File: src/design/tis_pkg.sv
// Package of shared constants and types for the tagged interval statistics table.
`timescale 1ns / 1ps
package tis_pkg;
   localparam int NumSlots = 32;
   localparam int TagBits = 16;
   localparam int TimeBits = 48;
   localparam int SlotBits = $clog2(NumSlots);
   localparam int MeanBits = 56;
   localparam int CallBits = 32;
   localparam int NumBits = CallBits + 1;

   localparam logic [1:0] StatusOk = 2'd0;
   localparam logic [1:0] StatusFull = 2'd1;
   localparam logic [1:0] StatusNoSlot = 2'd2;
   localparam logic [1:0] StatusNoBegin = 2'd3;

   localparam logic CmdBegin = 1'b0;
   localparam logic CmdEnd = 1'b1;

   // Commands from the controller to the datapath.
   typedef struct packed {
      logic load;       // capture the input item, start the search
      logic scan;       // examine one slot
      logic read;       // read the chosen slot's entry
      logic div_start;  // start the mean division
      logic div_step;   // one quotient bit
      logic write;      // write the slot entry back
      logic out_load;   // load the result register
   } tis_cmd_type;

   // Status from the datapath to the controller.
   typedef struct packed {
      logic scan_done;
      logic found;
      logic free_found;
      logic is_end;
      logic pending;
      logic first;
      logic div_done;
      logic out_busy;
   } tis_stat_type;
endpackage

File: src/design/tis_if.sv
// Valid/ready channel interfaces for event and result items.
`timescale 1ns / 1ps
interface tis_req_if;
   logic valid;
   logic ready;
   logic command;
   logic [31:0] thread_id;
   logic [15:0] tag;
   logic [47:0] timestamp;
   modport source(output valid, command, thread_id, tag, timestamp, input ready);
   modport sink(input valid, command, thread_id, tag, timestamp, output ready);
endinterface


File: src/design/tis_controller.sv
// Controller state machine sequencing search, division, write-back and result.
`timescale 1ns / 1ps
module tis_controller (
   input  logic clock,
   input  logic reset,
   tis_req_if.sink req,
   output tis_pkg::tis_cmd_type cmd,
   input  tis_pkg::tis_stat_type stat
);
   typedef enum logic [2:0] {
      S_IDLE, S_SCAN, S_READ, S_DSTART, S_DIV, S_WRITE, S_OUT, S_WAIT
   } state_type;
   state_type state_ff, state_in;
   logic do_write;

   assign req.ready = (state_ff == S_IDLE);
   assign do_write = stat.is_end ? (stat.found && stat.pending)
                                 : (stat.found || stat.free_found);

   always_comb begin
      cmd = '0;
      state_in = state_ff;
      unique case (state_ff)
         S_IDLE: if (req.valid) begin cmd.load = 1'b1; state_in = S_SCAN; end
         S_SCAN: begin
            if (stat.scan_done) state_in = S_READ;
            else cmd.scan = 1'b1;
         end
         S_READ: begin cmd.read = 1'b1; state_in = S_DSTART; end
         S_DSTART: begin
            if (stat.is_end && stat.found && stat.pending) begin
               cmd.div_start = 1'b1;
               state_in = stat.first ? S_WRITE : S_DIV;
            end else begin
               state_in = do_write ? S_WRITE : S_WAIT;
            end
         end
         S_DIV: begin
            if (stat.div_done) state_in = S_WRITE;
            else cmd.div_step = 1'b1;
         end
         S_WRITE: begin cmd.write = 1'b1; state_in = S_WAIT; end
         S_WAIT: if (!stat.out_busy) state_in = S_OUT;
         S_OUT: begin cmd.out_load = 1'b1; state_in = S_IDLE; end
         default: state_in = S_IDLE;
      endcase
   end

   always_ff @(posedge clock) begin
      if (reset) state_ff <= S_IDLE;
      else state_ff <= state_in;
   end

`ifndef NO_ASSERTIONS
   a_load_idle: assert property (@(posedge clock) disable iff (reset)
      cmd.load |-> state_ff == S_IDLE) else $error("load outside idle");
   a_write_once: assert property (@(posedge clock) disable iff (reset)
      cmd.write |=> !cmd.write) else $error("double write");
   a_out_free: assert property (@(posedge clock) disable iff (reset)
      cmd.out_load |-> !stat.out_busy) else $error("result overwritten");
`endif
endmodule
File: src/flat_wrapper.sv
// flat-port wrapper written by rule: the top's interface ports become plain ports
module tis_controller_flat 
  (clock, reset, cmd, stat, req_valid, req_command, req_thread_id, req_tag, req_timestamp, req_ready);
  tis_req_if req_i ();
  input  logic clock;
  input  logic reset;
  output tis_pkg::tis_cmd_type cmd;
  input  tis_pkg::tis_stat_type stat;
  input wire logic [$bits(req_i.valid)-1:0] req_valid;
  input wire logic [$bits(req_i.command)-1:0] req_command;
  input wire logic [$bits(req_i.thread_id)-1:0] req_thread_id;
  input wire logic [$bits(req_i.tag)-1:0] req_tag;
  input wire logic [$bits(req_i.timestamp)-1:0] req_timestamp;
  output wire logic [$bits(req_i.ready)-1:0] req_ready;
  assign req_i.valid = req_valid;
  assign req_i.command = req_command;
  assign req_i.thread_id = req_thread_id;
  assign req_i.tag = req_tag;
  assign req_i.timestamp = req_timestamp;
  assign req_ready = req_i.ready;
  tis_controller u_core (.clock(clock), .reset(reset), .req(req_i), .cmd(cmd), .stat(stat));
endmodule
File: config.mk
export PLATFORM = sky130hd
export DESIGN_NAME = tis_controller_flat
export DESIGN_NICKNAME = d
export VERILOG_FILES = /design/src/design/tis_pkg.sv /design/src/design/tis_if.sv /design/src/design/tis_controller.sv /design/src/flat_wrapper.sv
export SDC_FILE = /design/constraint.sdc
export NUM_CORES = 1
export LEC_CHECK = 0
export ABC_AREA = 1
export BUFFER_PORTS_ARGS = -buffer_cell sky130_fd_sc_hd__clkbuf_2
export CAP_MARGIN = 10
export CORE_MARGIN = 2
export CORE_UTILIZATION = 18
export CTS_CLUSTER_SIZE = 20
export DETAILED_ROUTE_END_ITERATION = 12
export PLACE_DENSITY = 0.95
export SYNTH_ARGS = -nofsm -noshare
export SYNTH_HDL_FRONTEND = slang
export SYNTH_SLANG_ARGS = --single-unit
File: constraint.sdc
create_clock -name clock -period 2.4 [get_ports clock]
set_clock_uncertainty 0.2 [all_clocks]
set_input_delay 0.12 -clock clock [delete_from_list [all_inputs] [get_ports clock]]
set_output_delay 0.12 -clock clock [all_outputs]
set_load 0.02 [all_outputs]
==> results of run 1 <==
final timing paths:
kind / to / slack, ps / cells after the start
worst max-delay path: cmd[2] / 820 / 5
worst min-delay path: u_core.state_ff[1]$_SDFFE_PP0P_ / 130 / 7
worst max register to register: u_core.state_ff[0]$_SDFFE_PP0P_ / 930 / 7
worst min register to register: register / 390 / 2
kinds of logic after synthesis:
kind of cell | count (synthesis) | synth area share [%]
AO/OA/AOI/OAI | 4 | 6.74
buffers and inverters | 11 | 17.6
flip-flops | 3 | 18.0
AND/OR/NAND/NOR | 38 | 57.7
layer usage:
layer,up-vias,track usage [%],wire length [um]
met5,-,0,0
met4,0,3.33,6
met3,2,3.46,84
met2,19,11.5,355
met1,167,12.2,390
li1,213,-,-
stage by stage:
stage / hold WS [ps] / cells
global route: 151 / 102
floorplan: 87.1 / 56
detailed placement: 193 / 97
global placement: 190 / 97
CTS: 125 / 102
finish: 126 / 102
power breakdown:
part	internal (W)	switching [W]
Clock	0.0000626	0.0000303
Combinational	0.000110	0.000196
Sequential	0.0000716	0.0000483
cells in the final DEF, fill, tap and decap left out, types with 2 or more instances in the layout:
master     n
clkbuf_2  18
clkbuf_4   3
dfxtp_1    3
inv_1      7
nand2_1   11
nand2_2    5
nand3_1    2
nand4_1    2
nor2_1     8
nor2_2     3
nor3_1     3
o21ai_0    2
worst min-delay path, stage by stage:
cell and delay [ps]:
clkbuf_2 100, nand2_1 60, nand3_1 70, nand2_1 60
nand2_1 40, nand2_1 50, nor2_1 30
timing repair:
item / in CTS / in global routing
endpoints found under the setup margin: 0 / 0
hold endpoints to repair: 3 / 0
hold buffers: 1 / 0
setup buffers: 0 / 0
cell type report:
type	instances	area, um2
clock buffer	4	26.3
fill	199	1280
inverter	9	36.3
multi-input combinational	42	215
sequential	3	60.1
tap	25	31.3
timing repair buffer	19	100
==> flow_summary.yaml, run 1 <==
outcome:
  outcome: "completed"
timing:
  worstMarginPinSlew_ps: 389
  fin_ws_ps: 818
  post-route-period-util_pct: 65.9
  hold_viol: 0
  relSlewSlack_pct: 74.0
  slew_viol_final: 0
  fin_crit_ps: 1580
  tns_ps: 0
  finalSetupViolations: 0
  rsz0062_at_grt: "no"
  clock.fmax_mhz: 632
setup_path:
  cp_top_family: "flip-flops"
  path_class: "register to primary output"
  cp-start-kind: "register"
  arrival_ps: 1260
  worstPathRequired_ps: 2080
  cpMaxStageDelayCell: "dfxtp_1"
  critPathMaxStageDelay_ps: 550
  path_cells: "inv_4 > nor2_2 > nand2_2 > inv_1 > clkbuf_2"
  crit_path_end_kind: "primary output"
  cp_max_fo: 8
  crit_buf_inv: 3
clock_tree:
  cts_tree: "yes"
  cts_root_buffer: "clkbuf_4"
  clockBufferDepth: 2
  path_clk_slew_ps: 40
  htree_levels: 1
  cts_buffers: 3
  cts_num_sinks: 3
  cts_resized: 0
  clock_latency_ps: 240
final_layout:
  post-route-util_pct: 26.9
  area_delta_synth_final_pct: 40.4
  drive_gt1_share_pct: 44.2
  antennaDiodeCount: 0
  final_cell_area_um2: 469
  nets: 186
global_routing:
  grt_pass1_vias: 322
  grt_max_degree: 10
  grt_pass1_wl_mm: 1.31
  overflow: 0
  grt_usage_pct: 8.59
  antenna_found_initial: 0
power_and_ir_drop:
  power_per_cell_area_nw_per_um2: 1100
  p_leak_nw: 0.264
  p_total_w: 0.000518
  max-vdd-ir-drop_v: 0.000407
synth:
  async_flop_share_pct: 0
  synth.largest_area_cell: "dfxtp_1"
  synth-main-ff-cell: "dfxtp_1"
  syn_nets: 164
  ys_top_cells_by_count: "nand2_1 (11), nor2_1 (8), inv_1 (7)"
  yosys_warnings: 0
  synth.most_common_cell: "nand2_1"
  synth-seq-cells: 3
  synth_cell_types: 19
  syn_avg_cell_area_um2: 5.97
  synth_area_leaders: "dfxtp_1 (18%), nand2_1 (12%), nand2_2 (9.4%), nor2_1 (9.0%), inv_1 (7.9%)"
  yosysSeqAreaShare_pct: 18.0
  synth_area_um2: 334
  synth_edf_count: 0
  postSynthCellCount: 56
  yosysTopAreaCellShare_pct: 18.0
placed_design:
  gp_congestion: 0.812
  dp.final_hpwl_um: 669
  port_buffers: 18
  place_area_um2: 433
  dp_slack_ps: 973
route:
  drtIter0Drc: 7
  wl_um: 836
  route.detailed.drc: 0
  dr.pass1.iters: 5
  vias_per_cell: 3.93
  wl_per_cell_um: 8.20
  vias: 401
  postRouteAntennaNets: 0
job:
  drv_cap: 0
die:
  die_x_um: 47.1
  initial_core_util_pct: 19.1
  die_area_um2: 2220
  core-area_um2: 1750
  rows: 15
  pin_count: 116
  die_h_um: 47.1
min_path:
  worstHoldStart: "stat[4]"
  min_path_type: "primary input to register"
No activity file was read; power rests on OpenSTA's default activity.
==> run 2: changes to the inputs <==
Settings changed: ABC_AREA 1 to 0, CORE_UTILIZATION 18 to 13, PLACE_DENSITY 0.95 to 0.85.
Clock period 2.4 ns to 1.3 ns, I/O delays scaled along.
==> run 2 against run 1 <==
Effect of this change: the run now ends with negative setup slack left; register-to-register slack worse by 910 ps; sequential share of layout area is 1.7 points lower; largest cell class is now non-clock buffers; critical path depth is 2 lower; die area is 16% higher; critical path type unchanged.
==> flow_summary.yaml, run 2 <==
synth:
  yosysTopAreaCellShare_pct: 21.2
  syn_nets: 142
  synth_area_um2: 283
  async_flop_share_pct: 0
  synth-seq-cells: 3
  yosysSeqAreaShare_pct: 21.2
  yosys_warnings: 0
  synth_area_leaders: "dfxtp_1 (21%), mux2i_1 (7.1%), and3_1 (6.6%), nor2_1 (6.6%), and2b_2 (6.2%)"
  synth.largest_area_cell: "dfxtp_1"
  ys_top_cells_by_count: "nor2_1 (5), and3_1 (3), dfxtp_1 (3)"
  syn_avg_cell_area_um2: 8.32
  synth_edf_count: 0
  synth_cell_types: 21
  synth.most_common_cell: "nor2_1"
  synth-main-ff-cell: "dfxtp_1"
  postSynthCellCount: 34
setup_path:
  cp_max_fo: 8
  r2r_start: "u_core.state_ff[0]$_SDFFE_PP0P_"
  worstPathRequired_ps: 1030
  path_class: "register to primary output"
  reg2reg_slack_ps: 20
  reg2regPathDepth: 5
  crit_end: "cmd[3]"
  cp-start-kind: "register"
  rr_endpoint: "u_core.state_ff[0]$_SDFFE_PP0P_"
  arrival_ps: 1150
  crit_path_end_kind: "primary output"
placed_design:
  port_buffers: 18
  gp_congestion: 0.773
  dp.final_hpwl_um: 665
timing:
  finalSetupViolations: 6
  slew_viol_final: 0
  fin_crit_ps: 1420
  fin_ws_ps: -115
  rsz0062_at_grt: "yes"
  worstMarginPinSlew_ps: 261
  relSlewSlack_pct: 82.3
  hold_viol: 0
  clock.fmax_mhz: 707
  post-route-period-util_pct: 109
  timing.hold.ws_ps: 43.2
job:
  drv_cap: 0
route:
  drtIter0Drc: 10
  wl_mm: 1.02
  vias: 386
  wl_per_cell_um: 10.5
  route.detailed.drc: 0
  postRouteAntennaNets: 0
  dr.pass1.iters: 4
  vias_per_cell: 3.98
global_routing:
  grt_pass1_wl_mm: 1.61
  grt_pass1_vias: 406
  grt_usage_pct: 8.23
  overflow: 0
  grt_max_degree: 10
  antenna_found_initial: 0
final_layout:
  area_delta_synth_final_pct: 127
  layout_common_cells: "buf_4 (13), clkbuf_2 (11), buf_6 (5)"
  mostFrequentLayoutCell: "buf_4"
  antennaDiodeCount: 0
  drive_gt1_share_pct: 70.0
  fillers: 228
  post-route-util_pct: 32.1
  nets: 179
clock_tree:
  cts_num_sinks: 3
  htree_levels: 1
  cts_buffers: 3
  cts_tree: "yes"
  cts_root_buffer: "clkbuf_4"
  clockBufferDepth: 2
  clock_latency_ps: 230
  path_clk_slew_ps: 40
power_and_ir_drop:
  max-vdd-ir-drop_v: 0.000444
  power_per_cell_area_nw_per_um2: 806
  p_leak_nw: 0.303
min_path:
  min_path_type: "primary input to register"
die:
  pin_count: 116
  initial_core_util_pct: 14.1
  die_x_um: 50.6
  core-area_um2: 2000
  die_h_um: 50.6
  die_area_um2: 2560
  rows: 16
outcome:
  violations: "negative setup slack"
  outcome: "complete, but fails checks"
run 2: cell types whose count changed after synthesis, sizes merged, moves of 2 or more:
| cell | before | now |
|---|---|---|
| nand2 | 16 | 2 |
| nor3 | 3 | 1 |
| nand3 | 3 | 0 |
| nor4b | 0 | 2 |
| nand4 | 2 | 0 |
| mux2i | 0 | 2 |
| nor2b | 0 | 2 |
| and2b | 0 | 2 |
| inv | 9 | 0 |
| nor2 | 12 | 5 |
| and3 | 0 | 3 |
run 2: final cells by class:
| cell class | instances | area [um2] | area share, % |
|---|---|---|---|
| Clock buffer | 4 | 26.3 | 4.09 |
| Tap cell | 27 | 33.8 | 5.25 |
| Multi-Input combinational cell | 28 | 238 | 37.0 |
| Sequential cell | 3 | 71.3 | 11.1 |
| Timing Repair Buffer | 35 | 274 | 42.6 |
run 2: cell families after synthesis:
logic type             after synthesis  synth area share, %
and+or+nand+nor                     22                 50.9
AOI/OAI and AO/OA                    4                 12.4
DFF                                  3                 21.2
buffers and inverters                3                 8.41
muxes                                2                 7.08
run 2: critical path, cell delays in order, from the launching register on:
cell	delay [ps]
dfxtp_4	390
and2b_2	240
and3_4	170
buf_6	120
run 2: report_power, final:
part | internal (W) | leakage [nW] | total [W] | switching [W]
Sequential | 0.000102 | 0.0267 | 0.000121 | 0.0000194
Clock | 0.000115 | 0.0150 | 0.000166 | 0.0000510
Combinational | 0.000138 | 0.262 | 0.000231 | 0.0000931
Total | 0.000355 | 0.303 | 0.000518 | 0.000163
run 2: how the worst min path moves through the flow:
| stage | startpoint | end | slack (ps) | depth (start not counted) |
|---|---|---|---|---|
| 2_1_floorplan | reset | register | -60 | 1 |
| 3_3_place_gp | reset | register | 90 | 2 |
| 3_5_place_dp | reset | register | 100 | 2 |
| 5_1_grt | stat[0] | u_core.state_ff[0]$_SDFFE_PP0P_ | 70 | 4 |
| 4_1_cts | stat[0] | u_core.state_ff[0]$_SDFFE_PP0P_ | 40 | 4 |
| 6_report | stat[0] | u_core.state_ff[0]$_SDFFE_PP0P_ | 40 | 4 |
run 2: per-stage QoR:
step / instances / setup TNS [ps] / setup WS [ps] / total power (W) / cell area (um2)
floorplan: 34 / -283 / -214 / 0.000212 / 294
global placement: 84 / -2.72 / -2.72 / 0.000272 / 454
detailed placement: 84 / -31.5 / -29.6 / 0.000276 / 454
CTS: 95 / -764 / -140 / 0.000495 / 593
global route: 97 / -918 / -148 / 0.000555 / 643
finish: 97 / -510 / -115 / 0.000518 / 643
run 2: routing by layer:
layer  wire, um  global-route usage, %  vias up
li1           -                      -      195
met1        408                   8.75      177
met2        562                   15.8       14
met3         48                   2.68        0
met4          0                   1.35        0
met5          0                      0        -
run 2: timing repair:
item,4_1_cts,5_1_grt
hold buffers,3,0
setup endpoints to repair,10,10
hold endpoints to repair,3,0
gates resized for setup,17,17
setup buffers,4,2
pin swaps,3,2
==> run 3: changes to the inputs <==
Clock period 1.3 ns to 1.17 ns, I/O delays scaled along.
==> run 3 against run 2 <==
Effect of this change: first-iteration DRC count is 90% lower; design area is 18% higher; utilization is 5.9 points higher; worst setup slack worse by 120 ps; highest routed layer is now met4; global-route usage is 2.4 points higher; total power is 25% higher; combinational power is 43% higher; non-clock buffer count is 2 higher; hold slack better by 28 ps; via count is 4.7% higher; the flow still finishes with violations (negative setup slack); sequential share of layout area is 1.7 points lower; critical path depth stayed put; critical path type unchanged; largest power group unchanged.
==> flow_summary.yaml, run 3 (synthesis results as in run 2) <==
setup_path:
  reg2reg_slack_ps: -180
  reg2regPathDepth: 4
  worstPathRequired_ps: 910
  arrival_ps: 1140
  rr_endpoint: "u_core.state_ff[1]$_SDFFE_PP0P_"
  cp_max_fo: 8
  r2r_start: "u_core.state_ff[0]$_SDFFE_PP0P_"
  path_class: "register to primary output"
  cp-start-kind: "register"
  crit_path_end_kind: "primary output"
die:
  initial_core_util_pct: 14.1
  core-area_um2: 2000
  rows: 16
  die_x_um: 50.6
  die_h_um: 50.6
  die_area_um2: 2560
  pin_count: 116
clock_tree:
  cts_root_buffer: "clkbuf_4"
  cts_num_sinks: 3
  htree_levels: 1
  path_clk_slew_ps: 40
  cts_buffers: 3
  clockBufferDepth: 2
  clock_latency_ps: 230
  cts_tree: "yes"
global_routing:
  grt_usage_pct: 10.6
  grt_pass1_vias: 443
  antenna_found_initial: 0
  grt_pass1_wl_mm: 1.99
  overflow: 0
  grt_max_degree: 9
route:
  drtIter0Drc: 1
  vias: 404
  route.detailed.drc: 0
  wl_mm: 1.15
  wl_per_cell_um: 11.7
  postRouteAntennaNets: 0
  dr.pass1.iters: 4
  vias_per_cell: 4.08
min_path:
  min_path_type: "primary input to register"
  worstHoldPathCells: 4
  hold_end: "u_core.state_ff[0]$_SDFFE_PP0P_"
  worstHoldStart: "stat[0]"
final_layout:
  drive_gt1_share_pct: 72.2
  nets: 181
  antennaDiodeCount: 0
  area_delta_synth_final_pct: 169
  mostFrequentLayoutCell: "clkbuf_2"
  post-route-util_pct: 38.1
  final_cell_area_um2: 762
  layout_common_cells: "clkbuf_2 (10), buf_6 (8), buf_4 (6)"
outcome:
  violations: "negative setup slack"
  outcome: "complete, but fails checks"
timing:
  post-route-period-util_pct: 120
  timing.hold.ws_ps: 70.9
  hold_viol: 0
  finalSetupViolations: 10
  relSlewSlack_pct: 85.4
  rsz0062_at_grt: "yes"
  fin_ws_ps: -231
  fin_crit_ps: 1400
  worstMarginPinSlew_ps: 216
  slew_viol_final: 0
  clock.fmax_mhz: 714
placed_design:
  dp.final_hpwl_um: 740
  gp_congestion: 0.819
  port_buffers: 18
  place_area_um2: 483
power_and_ir_drop:
  power_per_cell_area_nw_per_um2: 850
  p_leak_nw: 0.329
  max-vdd-ir-drop_v: 0.000626
job:
  drv_cap: 0
[run 3: cell types whose count changed in the layout (fill, tap and decap cells not counted), moves of 2 or more]
cell      previous run  this run
clkbuf_8             0         2
buf_4               13         6
buf_12               0         2
buf_8                2         5
buf_6                5         8
[run 3: through the flow]
step,TNS [ps],setup slack (ps),power (W),instances
after detailed placement,-879,-134,0.000338,84
final,-1800,-231,0.000648,99
after floorplan,-158,-50.5,0.000256,34
after global routing,-2410,-301,0.000694,99
after CTS,-1970,-263,0.000611,98
after global placement,-738,-118,0.000333,84
[run 3: worst max-delay path, stage by stage, from the launching register on]
cell and delay [ps]:
dfxtp_4 410, and3_4 210, and3_4 190, buf_8 100
[run 3: per-layer routing]
metal	up-vias	track usage (%)	wire length (um)
met1	185	11.4	432
li1	201	-	-
met2	14	17.3	627
met4	0	6.31	25
met5	-	0	0
met3	4	4.17	69
[run 3: final cells by class]
| cell class | count | area, um2 |
|---|---|---|
| Fill cell | 205 | 1240 |
| Timing Repair Buffer | 37 | 368 |
| Multi-Input combinational cell | 28 | 263 |
| Sequential cell | 3 | 71.3 |
| Tap cell | 27 | 33.8 |
| Clock buffer | 4 | 26.3 |
[run 3: worst max path at each step]
| stage | startpoint | end | slack, ps | cells after the start |
|---|---|---|---|---|
| 6_report | u_core.state_ff[0]$_SDFFE_PP0P_ | cmd[3] | -230 | 3 |
| 3_5_place_dp | u_core.state_ff[1]$_SDFFE_PP0P_ | u_core.state_ff[1]$_SDFFE_PP0P_ | -130 | 3 |
| 2_1_floorplan | u_core.state_ff[0]$_SDFFE_PP0P_ | cmd[6] | -50 | 3 |
| 3_3_place_gp | u_core.state_ff[1]$_SDFFE_PP0P_ | cmd[2] | -120 | 3 |
| 5_1_grt | u_core.state_ff[1]$_SDFFE_PP0P_ | cmd[6] | -300 | 4 |
| 4_1_cts | u_core.state_ff[1]$_SDFFE_PP0P_ | cmd[5] | -260 | 3 |
[run 3: power by group]
group          total (W)  internal (W)  switching, W
Clock           0.000180      0.000128     0.0000520
Sequential      0.000138      0.000113     0.0000249
Combinational   0.000330      0.000205      0.000125
[run 3: repair_timing]
item / CTS / global route
hold buffers: 4 / 0
endpoints found under the setup margin: 10 / 11
gates resized for setup: 33 / 8
buffers inserted: 6 / 1
endpoints found under the hold margin: 3 / 0
pin swaps: 10 / 6
